### src/vigenere_alphabet_cipher_assert.svh
// Assertion macros for the cipher block.
// Both forms take a label, the clock, the reset and the property parts.
`ifndef VIGENERE_ALPHABET_CIPHER_ASSERT_SVH
`define VIGENERE_ALPHABET_CIPHER_ASSERT_SVH
`ifndef SYNTHESIS
// Property checked at every clock edge outside reset
`define VAC_ASSERT(label, clk, rst, prop, msg) \
   label: assert property (@(posedge clk) disable iff (rst) (prop)) else $error(msg);
// Condition at one edge implies the expression at the next edge
`define VAC_ASSERT_NEXT(label, clk, rst, cond, expr, msg) \
   label: assert property (@(posedge clk) disable iff (rst) (cond) |=> (expr)) else $error(msg);
`else
`define VAC_ASSERT(label, clk, rst, prop, msg)
`define VAC_ASSERT_NEXT(label, clk, rst, cond, expr, msg)
`endif
`endif

### src/vac_pkg.sv
`timescale 1ns / 1ps
package vac_pkg;

   // Word field widths
   localparam int CP_W  = 21;
   localparam int SYM_W = 8;

   typedef enum logic [1:0] {
      FN_CLEAR   = 2'd0,
      FN_APPEND  = 2'd1,
      FN_RESTART = 2'd2,
      FN_MESSAGE = 2'd3
   } func_type;

   typedef enum logic [1:0] {
      ST_OK      = 2'd0,
      ST_FOREIGN = 2'd1,
      ST_EMPTY   = 2'd2,
      ST_FULL    = 2'd3
   } status_type;

   // Register indexes
   localparam logic CSR_ALPHABET = 1'b0;
   localparam logic CSR_DECRYPT  = 1'b1;

   // Alphabet selector codes; the unused code behaves as the full alphabet
   localparam logic [1:0] ALPHA_FULL    = 2'd0;
   localparam logic [1:0] ALPHA_RUSSIAN = 2'd1;
   localparam logic [1:0] ALPHA_ENGLISH = 2'd2;

   // Code points
   localparam logic [CP_W-1:0] CP_SPACE    = 21'h20;
   localparam logic [CP_W-1:0] CP_BANG     = 21'h21;
   localparam logic [CP_W-1:0] CP_TILDE    = 21'h7E;
   localparam logic [CP_W-1:0] CP_LAT_UA   = 21'h41;
   localparam logic [CP_W-1:0] CP_LAT_UZ   = 21'h5A;
   localparam logic [CP_W-1:0] CP_LAT_LA   = 21'h61;
   localparam logic [CP_W-1:0] CP_LAT_LZ   = 21'h7A;
   localparam logic [CP_W-1:0] CP_UPPER_YO = 21'h401;
   localparam logic [CP_W-1:0] CP_UPPER_A  = 21'h410;
   localparam logic [CP_W-1:0] CP_LOWER_A  = 21'h430;
   localparam logic [CP_W-1:0] CP_LOWER_YA = 21'h44F;
   localparam logic [CP_W-1:0] CP_LOWER_YO = 21'h451;
   localparam logic [CP_W-1:0] CP_CASE_OFS = 21'h20;

   // Alphabet sizes
   localparam logic [SYM_W-1:0] ASCII_COUNT = 8'd94;
   localparam logic [SYM_W-1:0] CYR_COUNT   = 8'd33;
   localparam logic [SYM_W-1:0] LATIN_COUNT = 8'd26;
   localparam logic [SYM_W-1:0] FULL_COUNT  = 8'd160;
   localparam logic [SYM_W-1:0] YO_POS      = 8'd6;

   typedef struct packed {
      logic             found;
      logic [SYM_W-1:0] idx;
   } lookup_type;

   // Symbol index of a code point in the selected alphabet
   function automatic lookup_type sym_lookup(input logic [CP_W-1:0] cp,
                                             input logic [1:0] sel);
      lookup_type       res;
      logic             cyr_hit;
      logic             lower;
      logic [5:0]       d;
      logic [5:0]       p;
      res     = '0;
      cyr_hit = 1'b0;
      lower   = 1'b0;
      d       = '0;
      p       = '0;
      // Cyrillic position 0..32, Yo after Ie
      if (cp == CP_UPPER_YO) begin
         cyr_hit = 1'b1;
         p       = 6'(YO_POS);
      end else if (cp == CP_LOWER_YO) begin
         cyr_hit = 1'b1;
         lower   = 1'b1;
         p       = 6'(YO_POS);
      end else if (cp >= CP_UPPER_A && cp < CP_LOWER_A) begin
         cyr_hit = 1'b1;
         d       = 6'(cp - CP_UPPER_A);
         p       = (d < 6'(YO_POS)) ? d : d + 6'd1;
      end else if (cp >= CP_LOWER_A && cp <= CP_LOWER_YA) begin
         cyr_hit = 1'b1;
         lower   = 1'b1;
         d       = 6'(cp - CP_LOWER_A);
         p       = (d < 6'(YO_POS)) ? d : d + 6'd1;
      end
      case (sel)
         ALPHA_RUSSIAN: begin
            res.found = cyr_hit;
            res.idx   = SYM_W'(p);
         end
         ALPHA_ENGLISH: begin
            if (cp >= CP_LAT_UA && cp <= CP_LAT_UZ) begin
               res.found = 1'b1;
               res.idx   = SYM_W'(cp - CP_LAT_UA);
            end else if (cp >= CP_LAT_LA && cp <= CP_LAT_LZ) begin
               res.found = 1'b1;
               res.idx   = SYM_W'(cp - CP_LAT_LA);
            end
         end
         default: begin
            if (cp >= CP_BANG && cp <= CP_TILDE) begin
               res.found = 1'b1;
               res.idx   = SYM_W'(cp - CP_BANG);
            end else if (cyr_hit) begin
               res.found = 1'b1;
               res.idx   = ASCII_COUNT + (lower ? CYR_COUNT : '0) + SYM_W'(p);
            end
         end
      endcase
      return res;
   endfunction

   function automatic logic [SYM_W-1:0] alpha_size(input logic [1:0] sel);
      logic [SYM_W-1:0] n;
      case (sel)
         ALPHA_RUSSIAN: n = CYR_COUNT;
         ALPHA_ENGLISH: n = LATIN_COUNT;
         default:       n = FULL_COUNT;
      endcase
      return n;
   endfunction

   // Remainder by a small modulus: parallel compares against its multiples
   function automatic logic [SYM_W-1:0] mod_by(input logic [SYM_W-1:0] k,
                                               input logic [SYM_W-1:0] n);
      logic [SYM_W+3:0] lim;
      logic [SYM_W-1:0] r;
      r   = k;
      lim = '0;
      for (int j = 1; j <= 9; j++) begin
         lim = (SYM_W+4)'(j) * {4'b0, n};
         if ({4'b0, k} >= lim) r = SYM_W'({4'b0, k} - lim);
      end
      return r;
   endfunction

   function automatic logic [SYM_W-1:0] key_mod(input logic [SYM_W-1:0] k,
                                                input logic [1:0] sel);
      logic [SYM_W-1:0] r;
      case (sel)
         ALPHA_RUSSIAN: r = mod_by(k, CYR_COUNT);
         ALPHA_ENGLISH: r = mod_by(k, LATIN_COUNT);
         default:       r = mod_by(k, FULL_COUNT);
      endcase
      return r;
   endfunction

   function automatic logic [CP_W-1:0] cyr_char(input logic [5:0] p, input logic lower);
      logic [CP_W-1:0] c;
      if (p == 6'(YO_POS)) begin
         c = lower ? CP_LOWER_YO : CP_UPPER_YO;
      end else begin
         c = CP_UPPER_A + CP_W'((p < 6'(YO_POS)) ? p : p - 6'd1);
         if (lower) c = c + CP_CASE_OFS;
      end
      return c;
   endfunction

   // Code point of a symbol index in the selected alphabet
   function automatic logic [CP_W-1:0] sym_char(input logic [SYM_W-1:0] r,
                                                input logic [1:0] sel);
      logic [CP_W-1:0] c;
      case (sel)
         ALPHA_RUSSIAN: c = cyr_char(6'(r), 1'b0);
         ALPHA_ENGLISH: c = CP_LAT_UA + CP_W'(r);
         default: begin
            if (r < ASCII_COUNT)
               c = CP_BANG + CP_W'(r);
            else if (r < ASCII_COUNT + CYR_COUNT)
               c = cyr_char(6'(r - ASCII_COUNT), 1'b0);
            else
               c = cyr_char(6'(r - ASCII_COUNT - CYR_COUNT), 1'b1);
         end
      endcase
      return c;
   endfunction

endpackage

### src/vigenere_alphabet_cipher.sv
`timescale 1ns / 1ps
// Vigenere cipher over the full 160-symbol, Russian or English alphabet.
// Input channel req_*: one word per character, req_func selects clear key,
// append key char, restart key position or message char, with its code point.
// Result channel rsp_*: exactly one word per input word, in order: the
// ciphered or passed-through code point (0 for key operations) and a status.
// Register port csr_*: index 0 alphabet select, index 1 decrypt mode; csr_ready
// is always high, and registers are only to be written while the block is idle.
// Results are registered in two register stages: key store read and input
// register, then result register. Throughput: one word per cycle while
// rsp_stall does not hold the pipe; the key store read port and the key
// pointer update each take one word every cycle.
// Reset clears the key count, key position, registers and both valid flags;
// the key store is not cleared and needs no sweep, only written entries are used.
// When the receiver raises rsp_stall with a result waiting, the whole pipe
// holds and req_stall rises in the same cycle; an empty output stage never
// stalls the input.
module vigenere_alphabet_cipher #(
   parameter int KEY_DEPTH = 64
) (
   input  logic                     clock,
   input  logic                     reset,
   input  logic                     req_valid,
   output logic                     req_stall,
   input  logic [1:0]               req_func,
   input  logic [vac_pkg::CP_W-1:0] req_code_point,
   output logic                     rsp_valid,
   input  logic                     rsp_stall,
   output logic [vac_pkg::CP_W-1:0] rsp_out_char,
   output logic [1:0]               rsp_status,
   input  logic                     csr_valid,
   output logic                     csr_ready,
   input  logic                     csr_index,
   input  logic [1:0]               csr_wdata
);

   import vac_pkg::*;

`include "vigenere_alphabet_cipher_assert.svh"

   localparam int ADDR_W  = (KEY_DEPTH > 1) ? $clog2(KEY_DEPTH) : 1;
   localparam int COUNT_W = $clog2(KEY_DEPTH + 1);

   // Registers
   logic [1:0]        alphabet_ff;
   logic              decrypt_ff;
   logic [COUNT_W-1:0] key_count_ff, key_count_in;
   logic [ADDR_W-1:0] key_pos_ff, key_pos_in;
   logic              s1_valid_ff;
   func_type          s1_func_ff;
   logic [CP_W-1:0]   s1_cp_ff;
   logic [SYM_W-1:0]  s1_idx_ff;
   status_type        s1_status_ff, s1_status_in;
   logic              s1_cipher_ff, s1_cipher_in;
   logic              rsp_valid_ff;
   logic [CP_W-1:0]   rsp_out_char_ff, rsp_out_char_in;
   status_type        rsp_status_ff;

   // Front-end signals
   logic              move;
   logic              accept;
   func_type          func;
   lookup_type        lk;
   logic              blank;
   logic [ADDR_W-1:0] pos_eff;
   logic [COUNT_W-1:0] pos_next;
   logic [ADDR_W-1:0] pos_adv;
   logic              key_wr_en;
   logic [SYM_W-1:0]  key_rd_data;

   // Back-end signals
   logic [SYM_W-1:0]  n_sym;
   logic [SYM_W-1:0]  k_sym;
   logic [SYM_W:0]    sum;
   logic [SYM_W-1:0]  r_sym;

   // Pipe advances unless a finished word is held by the receiver
   assign move      = !(rsp_valid_ff && rsp_stall);
   assign req_stall = !move;
   assign accept    = req_valid && move;
   assign csr_ready = 1'b1;

   assign func  = func_type'(req_func);
   assign lk    = sym_lookup(req_code_point, alphabet_ff);
   assign blank = (req_code_point <= CP_SPACE);

   // Key position in use and the one after it, with wrap
   assign pos_eff  = (COUNT_W'(key_pos_ff) < key_count_ff) ? key_pos_ff : '0;
   assign pos_next = COUNT_W'(pos_eff) + COUNT_W'(1);
   assign pos_adv  = (pos_next >= key_count_ff) ? '0 : pos_next[ADDR_W-1:0];

   // Key bookkeeping and front-end status
   always_comb begin
      key_count_in = key_count_ff;
      key_pos_in   = key_pos_ff;
      key_wr_en    = 1'b0;
      s1_status_in = ST_OK;
      s1_cipher_in = 1'b0;
      case (func)
         FN_CLEAR: begin
            key_count_in = '0;
            key_pos_in   = '0;
         end
         FN_APPEND: begin
            if (!lk.found) begin
               s1_status_in = blank ? ST_OK : ST_FOREIGN;
            end else if (key_count_ff >= COUNT_W'(KEY_DEPTH)) begin
               s1_status_in = ST_FULL;
            end else begin
               key_wr_en    = accept;
               key_count_in = key_count_ff + COUNT_W'(1);
            end
         end
         FN_RESTART: begin
            key_pos_in = '0;
         end
         FN_MESSAGE: begin
            if (!lk.found) begin
               s1_status_in = blank ? ST_OK : ST_FOREIGN;
            end else if (key_count_ff == '0) begin
               s1_status_in = ST_EMPTY;
            end else begin
               s1_cipher_in = 1'b1;
               key_pos_in   = pos_adv;
            end
         end
         default: ;
      endcase
   end

   // Key store
   vac_ram #(
      .WIDTH (SYM_W),
      .DEPTH (KEY_DEPTH)
   ) u_key_ram (
      .clock   (clock),
      .wr_en   (key_wr_en),
      .wr_addr (key_count_ff[ADDR_W-1:0]),
      .wr_data (lk.idx),
      .rd_en   (move),
      .rd_addr (pos_eff),
      .rd_data (key_rd_data)
   );

   // Register writes
   always_ff @(posedge clock) begin
      if (reset) begin
         alphabet_ff <= ALPHA_FULL;
         decrypt_ff  <= 1'b0;
      end else if (csr_valid) begin
         case (csr_index)
            CSR_ALPHABET: alphabet_ff <= csr_wdata;
            CSR_DECRYPT:  decrypt_ff  <= csr_wdata[0];
            default: ;
         endcase
      end
   end

   // Key count and position
   always_ff @(posedge clock) begin
      if (reset) begin
         key_count_ff <= '0;
         key_pos_ff   <= '0;
      end else if (accept) begin
         key_count_ff <= key_count_in;
         key_pos_ff   <= key_pos_in;
      end
   end

   // Input stage
   always_ff @(posedge clock) begin
      if (reset) begin
         s1_valid_ff <= 1'b0;
      end else if (move) begin
         s1_valid_ff <= accept;
      end
   end

   always_ff @(posedge clock) begin
      if (move) begin
         s1_func_ff   <= func;
         s1_cp_ff     <= req_code_point;
         s1_idx_ff    <= lk.idx;
         s1_status_ff <= s1_status_in;
         s1_cipher_ff <= s1_cipher_in;
      end
   end

   // Modular shift of the symbol by the key index
   assign n_sym = alpha_size(alphabet_ff);
   assign k_sym = key_mod(key_rd_data, alphabet_ff);
   assign sum   = decrypt_ff ? ({1'b0, s1_idx_ff} + {1'b0, n_sym} - {1'b0, k_sym})
                             : ({1'b0, s1_idx_ff} + {1'b0, k_sym});
   assign r_sym = (sum >= {1'b0, n_sym}) ? SYM_W'(sum - {1'b0, n_sym}) : sum[SYM_W-1:0];

   always_comb begin
      if (s1_cipher_ff)
         rsp_out_char_in = sym_char(r_sym, alphabet_ff);
      else if (s1_func_ff == FN_MESSAGE)
         rsp_out_char_in = s1_cp_ff;
      else
         rsp_out_char_in = '0;
   end

   // Result stage
   always_ff @(posedge clock) begin
      if (reset) begin
         rsp_valid_ff <= 1'b0;
      end else if (move) begin
         rsp_valid_ff <= s1_valid_ff;
      end
   end

   always_ff @(posedge clock) begin
      if (move) begin
         rsp_out_char_ff <= rsp_out_char_in;
         rsp_status_ff   <= s1_status_ff;
      end
   end

   assign rsp_valid    = rsp_valid_ff;
   assign rsp_out_char = rsp_out_char_ff;
   assign rsp_status   = rsp_status_ff;

   // Checks
   `VAC_ASSERT(a_pos_in_range, clock, reset, (key_pos_ff == '0) || (COUNT_W'(key_pos_ff) < key_count_ff), "key position beyond key count")
   `VAC_ASSERT(a_count_bound, clock, reset, key_count_ff <= COUNT_W'(KEY_DEPTH), "key count beyond store depth")
   `VAC_ASSERT_NEXT(a_stall_holds, clock, reset, rsp_valid_ff && rsp_stall && s1_valid_ff, s1_valid_ff, "input stage lost a word under stall")
   `VAC_ASSERT(a_full_on_append, clock, reset, (s1_valid_ff && s1_status_ff == ST_FULL) |-> (s1_func_ff == FN_APPEND), "store full reported for a non-append word")
   `VAC_ASSERT(a_cipher_ok, clock, reset, (s1_valid_ff && s1_cipher_ff) |-> (s1_status_ff == ST_OK), "ciphered word with error status")
   `VAC_ASSERT_NEXT(a_count_step, clock, reset, accept && (func != FN_CLEAR), (key_count_ff == $past(key_count_ff)) || (key_count_ff == $past(key_count_ff) + COUNT_W'(1)), "key count jumped")

endmodule

### src/vac_ram.sv
`timescale 1ns / 1ps
module vac_ram #(
   parameter int WIDTH = 8,
   parameter int DEPTH = 64
) (
   input  logic                                  clock,
   input  logic                                  wr_en,
   input  logic [((DEPTH > 1) ? $clog2(DEPTH) : 1)-1:0] wr_addr,
   input  logic [WIDTH-1:0]                      wr_data,
   input  logic                                  rd_en,
   input  logic [((DEPTH > 1) ? $clog2(DEPTH) : 1)-1:0] rd_addr,
   output logic [WIDTH-1:0]                      rd_data
);

   logic [WIDTH-1:0] mem_ff [DEPTH];
   logic [WIDTH-1:0] rd_data_ff;

   // One write port, one registered read port
   always_ff @(posedge clock) begin
      if (wr_en) mem_ff[wr_addr] <= wr_data;
      if (rd_en) rd_data_ff <= mem_ff[rd_addr];
   end

   assign rd_data = rd_data_ff;

endmodule
### config.mk
export PLATFORM = sky130hd
export DESIGN_NAME = vigenere_alphabet_cipher
export DESIGN_NICKNAME = d
export VERILOG_FILES = /design/src/vac_pkg.sv /design/src/vigenere_alphabet_cipher.sv /design/src/vac_ram.sv
export VERILOG_INCLUDE_DIRS = /design/src /design/src/src
export SDC_FILE = /design/constraint.sdc
export NUM_CORES = 1
export LEC_CHECK = 0
export ABC_AREA = 1
export BUFFER_PORTS_ARGS = -buffer_cell sky130_fd_sc_hd__buf_2
export CAP_MARGIN = 5
export CELL_PAD_IN_SITES_DETAIL_PLACEMENT = 1
export CELL_PAD_IN_SITES_GLOBAL_PLACEMENT = 1
export CORE_ASPECT_RATIO = 0.8
export CORE_MARGIN = 2
export CORE_UTILIZATION = 54
export DETAILED_ROUTE_END_ITERATION = 7
export PLACE_DENSITY_LB_ADDON = 0.1
export SLEW_MARGIN = 30
export SYNTH_ARGS = -nofsm -noshare
export SYNTH_HDL_FRONTEND = slang
export SYNTH_SLANG_ARGS = --single-unit
### constraint.sdc
create_clock -name clock -period 17.3 [get_ports clock]
set_clock_uncertainty 0.1 [all_clocks]
set_input_delay 3.46 -clock clock [delete_from_list [all_inputs] [get_ports clock]]
set_output_delay 3.46 -clock clock [all_outputs]
set_load 0.01 [all_outputs]
==> results by group <==
Worst setup path
  • CP delay by family, top: compound AO/OA/AOI/OAI gates
  • CP most frequent cell: nand2_1
  • Critical path peak fanout: 14
  • CP Class: register to register
  • Max incr delay on CP: 810 ps
  • CP Data Arrival Time: 10700 ps
  • CP Launch Type: register
  • CP endpoint kind: register
  • CP Buf/Inv Count: 6
  • Critical Path RT: 17590 ps
  • Critical path's slowest cell: edfxtp_1

Global routing
  • Initial antenna violation count: 2
  • Vias in the first global route: 25407
  • Largest net degree at the start of global routing: 169
  • GRT Resource Usage Total: 34.66%
  • Gr ovfl total: 0
  • First-pass GRT wire length: 155.5 mm

Yosys
  • Synth Area in Simple Gates: 17.88%
  • Ys flop type: edfxtp_1
  • Syn Inst Count: 3065
  • #FFs+latches synth: 595
  • Synth Area in XOR/XNOR: 1.798%
  • Largest family of logic cells by synthesized area: simple AND/OR/NAND/NOR gates
  • Synth Area in Compound Gates: 13.78%
  • Post-Syn Area: 30750 um^2
  • Synth cell types: 71
  • EDFF count, synth: 577
  • Post-Synth Adder-Cell Area: 4.386%
  • Post-synthesis mux area share: 0%
  • Post-Synthesis Mean Instance Area: 10.03 um^2
  • Asr flop ratio synth: 0%
  • Register area share after synthesis: 57.51%
  • Yosys warns: 0

Finish
  • Most common cell after layout, fill and taps aside: edfxtp_1
  • Fin nets: 3210
  • Most frequent cells in the layout: 577 x edfxtp_1, 451 x nor2_1, 362 x o21ai_0, 321 x nand3_1, 310 x nand2_1
  • Non-filler cells, final: 3877
  • Fill cells: 6142
  • Antenna cell count: 0
  • Cell area after layout: 33580 um^2
  • P&R area growth vs syn: 9.207%
  • Layout cells sized above 1: 8.887%

Clock tree
  • Post-cts sizing count: 0
  • Clk Latency, worst-skew pair: 650 ps
  • Hold Buf Count CTS: 0
  • Root Buffer: clkbuf_16
  • Reg clk slew, reported paths: 60 ps
  • CTS Buffer Depth: 3
  • CTS Buf Count: 59
  • Htree depth: 2
  • Num Clock Sinks: 595
  • TritonCTS clock tree: built
  • Setup repair bufs after CTS: 0

Detailed routing
  • Post-route antenna net violation count: 0
  • Initial DRC count: 2570
  • TritonRoute pass-1 iters: 5
  • Final wirelength: 102.7 mm
  • DR vias/cell: 6.294
  • Avg WL per Cell: 26.49 um
  • Vias: 24402
  • Residual DRC: 0

Outcome
  • Status: finished clean

Placement
  • Area after DPL: 31790 um^2
  • Pre-CTS setup slack: 6985 ps
  • Placed Instances: 3775
  • HPWL after DPL: 66.07 mm
  • RePlAce Congestion: 0.9440
  • IO Port Bufs: 55

Power and ir drop
  • Power density cells: 104.4 nW/um^2
  • Lkg Pwr: 11.80 nW
  • Worst VDD drop: 0.1168 mV

Timing
  • Tmin final: 10420 ps
  • PnR worst setup slack: 6885 ps
  • Final-report hold violation count: 0
  • Part of the cycle the worst path needs: 60.20%
  • Final TNS setup: 0 ps
  • RSZ-0062 raised after global routing: false
  • Fmax achieved: 0.09601 GHz
  • Setup violations, final: 0
  • Max-slew violation count: 0
  • Slew @ Worst Pin: 1005 ps
  • Slew headroom: 32.72%

Floorplanning
  • Total core area: 56510 um^2
  • Num ports: 57
  • Std-Cell Rows: 78
  • Die height: 217.5 um
  • Starting Density: 54.42%
  • DIE AREA: 58890 um^2
  • Die W: 270.8 um

Job
  • Max cap viols: 0

Worst hold path
  • Hold WC Path Type: register to register
==> through the flow <==
| step | hold WS [ps] | total power [mW] | util, % |
|---|---|---|---|
| 6_report | 327.9 | 3.508 | 59.43 |
| 5_1_grt | 329.2 | 3.632 | 59.43 |
| 4_1_cts | 326.8 | 3.499 | 59.40 |
| 3_5_place_dp | 313.2 | 2.281 | 56.26 |
| 3_3_place_gp | 305.9 | 2.266 | 56.26 |
| 2_1_floorplan | 300.3 | 2.096 | - |
==> flip-flops by register name, indices dropped and copies added (netlist names) <==
name               cells
u_key_ram.mem_ff     512
rsp_out_char          21
s1_cp_ff              21
s1_idx_ff              8
u_key_ram.rd_data      8
key_count_ff           7
key_pos_ff             6
alphabet_ff            2
rsp_status             2
s1_func_ff             2
s1_status_ff           2
decrypt_ff             1
rsp_valid              1
s1_cipher_ff           1
s1_valid_ff            1
==> worst register-to-register path, delay by kind of cell, from the launching register on <==
kind | cells | cell delay [ps]
fa+ha+maj | 7 | 2500
buf+inv | 6 | 1570
xor+xnor | 1 | 500
compound gates | 9 | 2740
flops | 1 | 810
simple gates | 20 | 1970
==> cell type report <==
cell class	count	area (um^2)	share of cell area, %
Tap cell	760	950.9	2.831
Clock buffer	73	1539	4.582
Timing Repair Buffer	81	499.2	1.486
Sequential cell	595	17690	52.66
Clock inverter	29	237.7	0.7078
Multi-Input combinational cell	2102	11770	35.04
Inverter	237	902.1	2.686
==> synthesized netlist by cell type (13+ instances only) <==
cell type  count  share of area, %
xor2_1        49               1.4
a21oi_1      117               1.9
inv_1        208               2.5
nand3_1      321               5.2
nor2_1       454               5.5
inv_2         17              0.21
nand2_1      314               3.8
nand3_2       19              0.62
dfxtp_1       18               1.2
o21ai_1       14              0.23
nand2_2       23              0.47
edfxtp_1     577                56
clkbuf_1     108               1.3
ha_1          95               3.9
o21a_1       130               3.2
o211ai_1      17              0.41
a31oi_1       13              0.26
nor3_1        15              0.24
nand4_1       25              0.51
o21ai_0      362               5.9
buf_1         15              0.18
==> kinds of logic after synthesis <==
logic type / Yosys count
xor+xnor: 61
flops: 595
compound gates: 721
simple gates: 1213
fa+ha+maj: 103
buf+inv: 370
other cells: 2
==> power breakdown <==
part / internal [mW] / switching (mW)
combinational: 0.210 / 0.485
sequential: 1.57 / 0.00568
clock: 0.661 / 0.576
==> layer usage <==
layer  wire length [um]  global-route usage [%]  part of all wire (%)  vias to the layer above
met5                  0                       0                     0                        -
met4               2612                   9.669                   2.5                        0
met3               8186                   5.638                   8.0                      196
met2              48040                   55.98                    47                     1113
met1              43860                   48.79                    43                    12238
li1                   -                       -                     -                    10855
==> final timing paths <==
kind	depth (start not counted)	slack [ps]	to	startpoint
worst max-delay path	43	6880	rsp_out_char[6]	u_key_ram.rd_data[3]
worst min-delay path	0	330	rsp_status[0]	s1_status_ff[0]
worst max register to register	43	6880	rsp_out_char[6]	u_key_ram.rd_data[3]
worst min register to register	0	330	rsp_status[0]	s1_status_ff[0]
No activity file was read; power rests on OpenSTA's default activity.
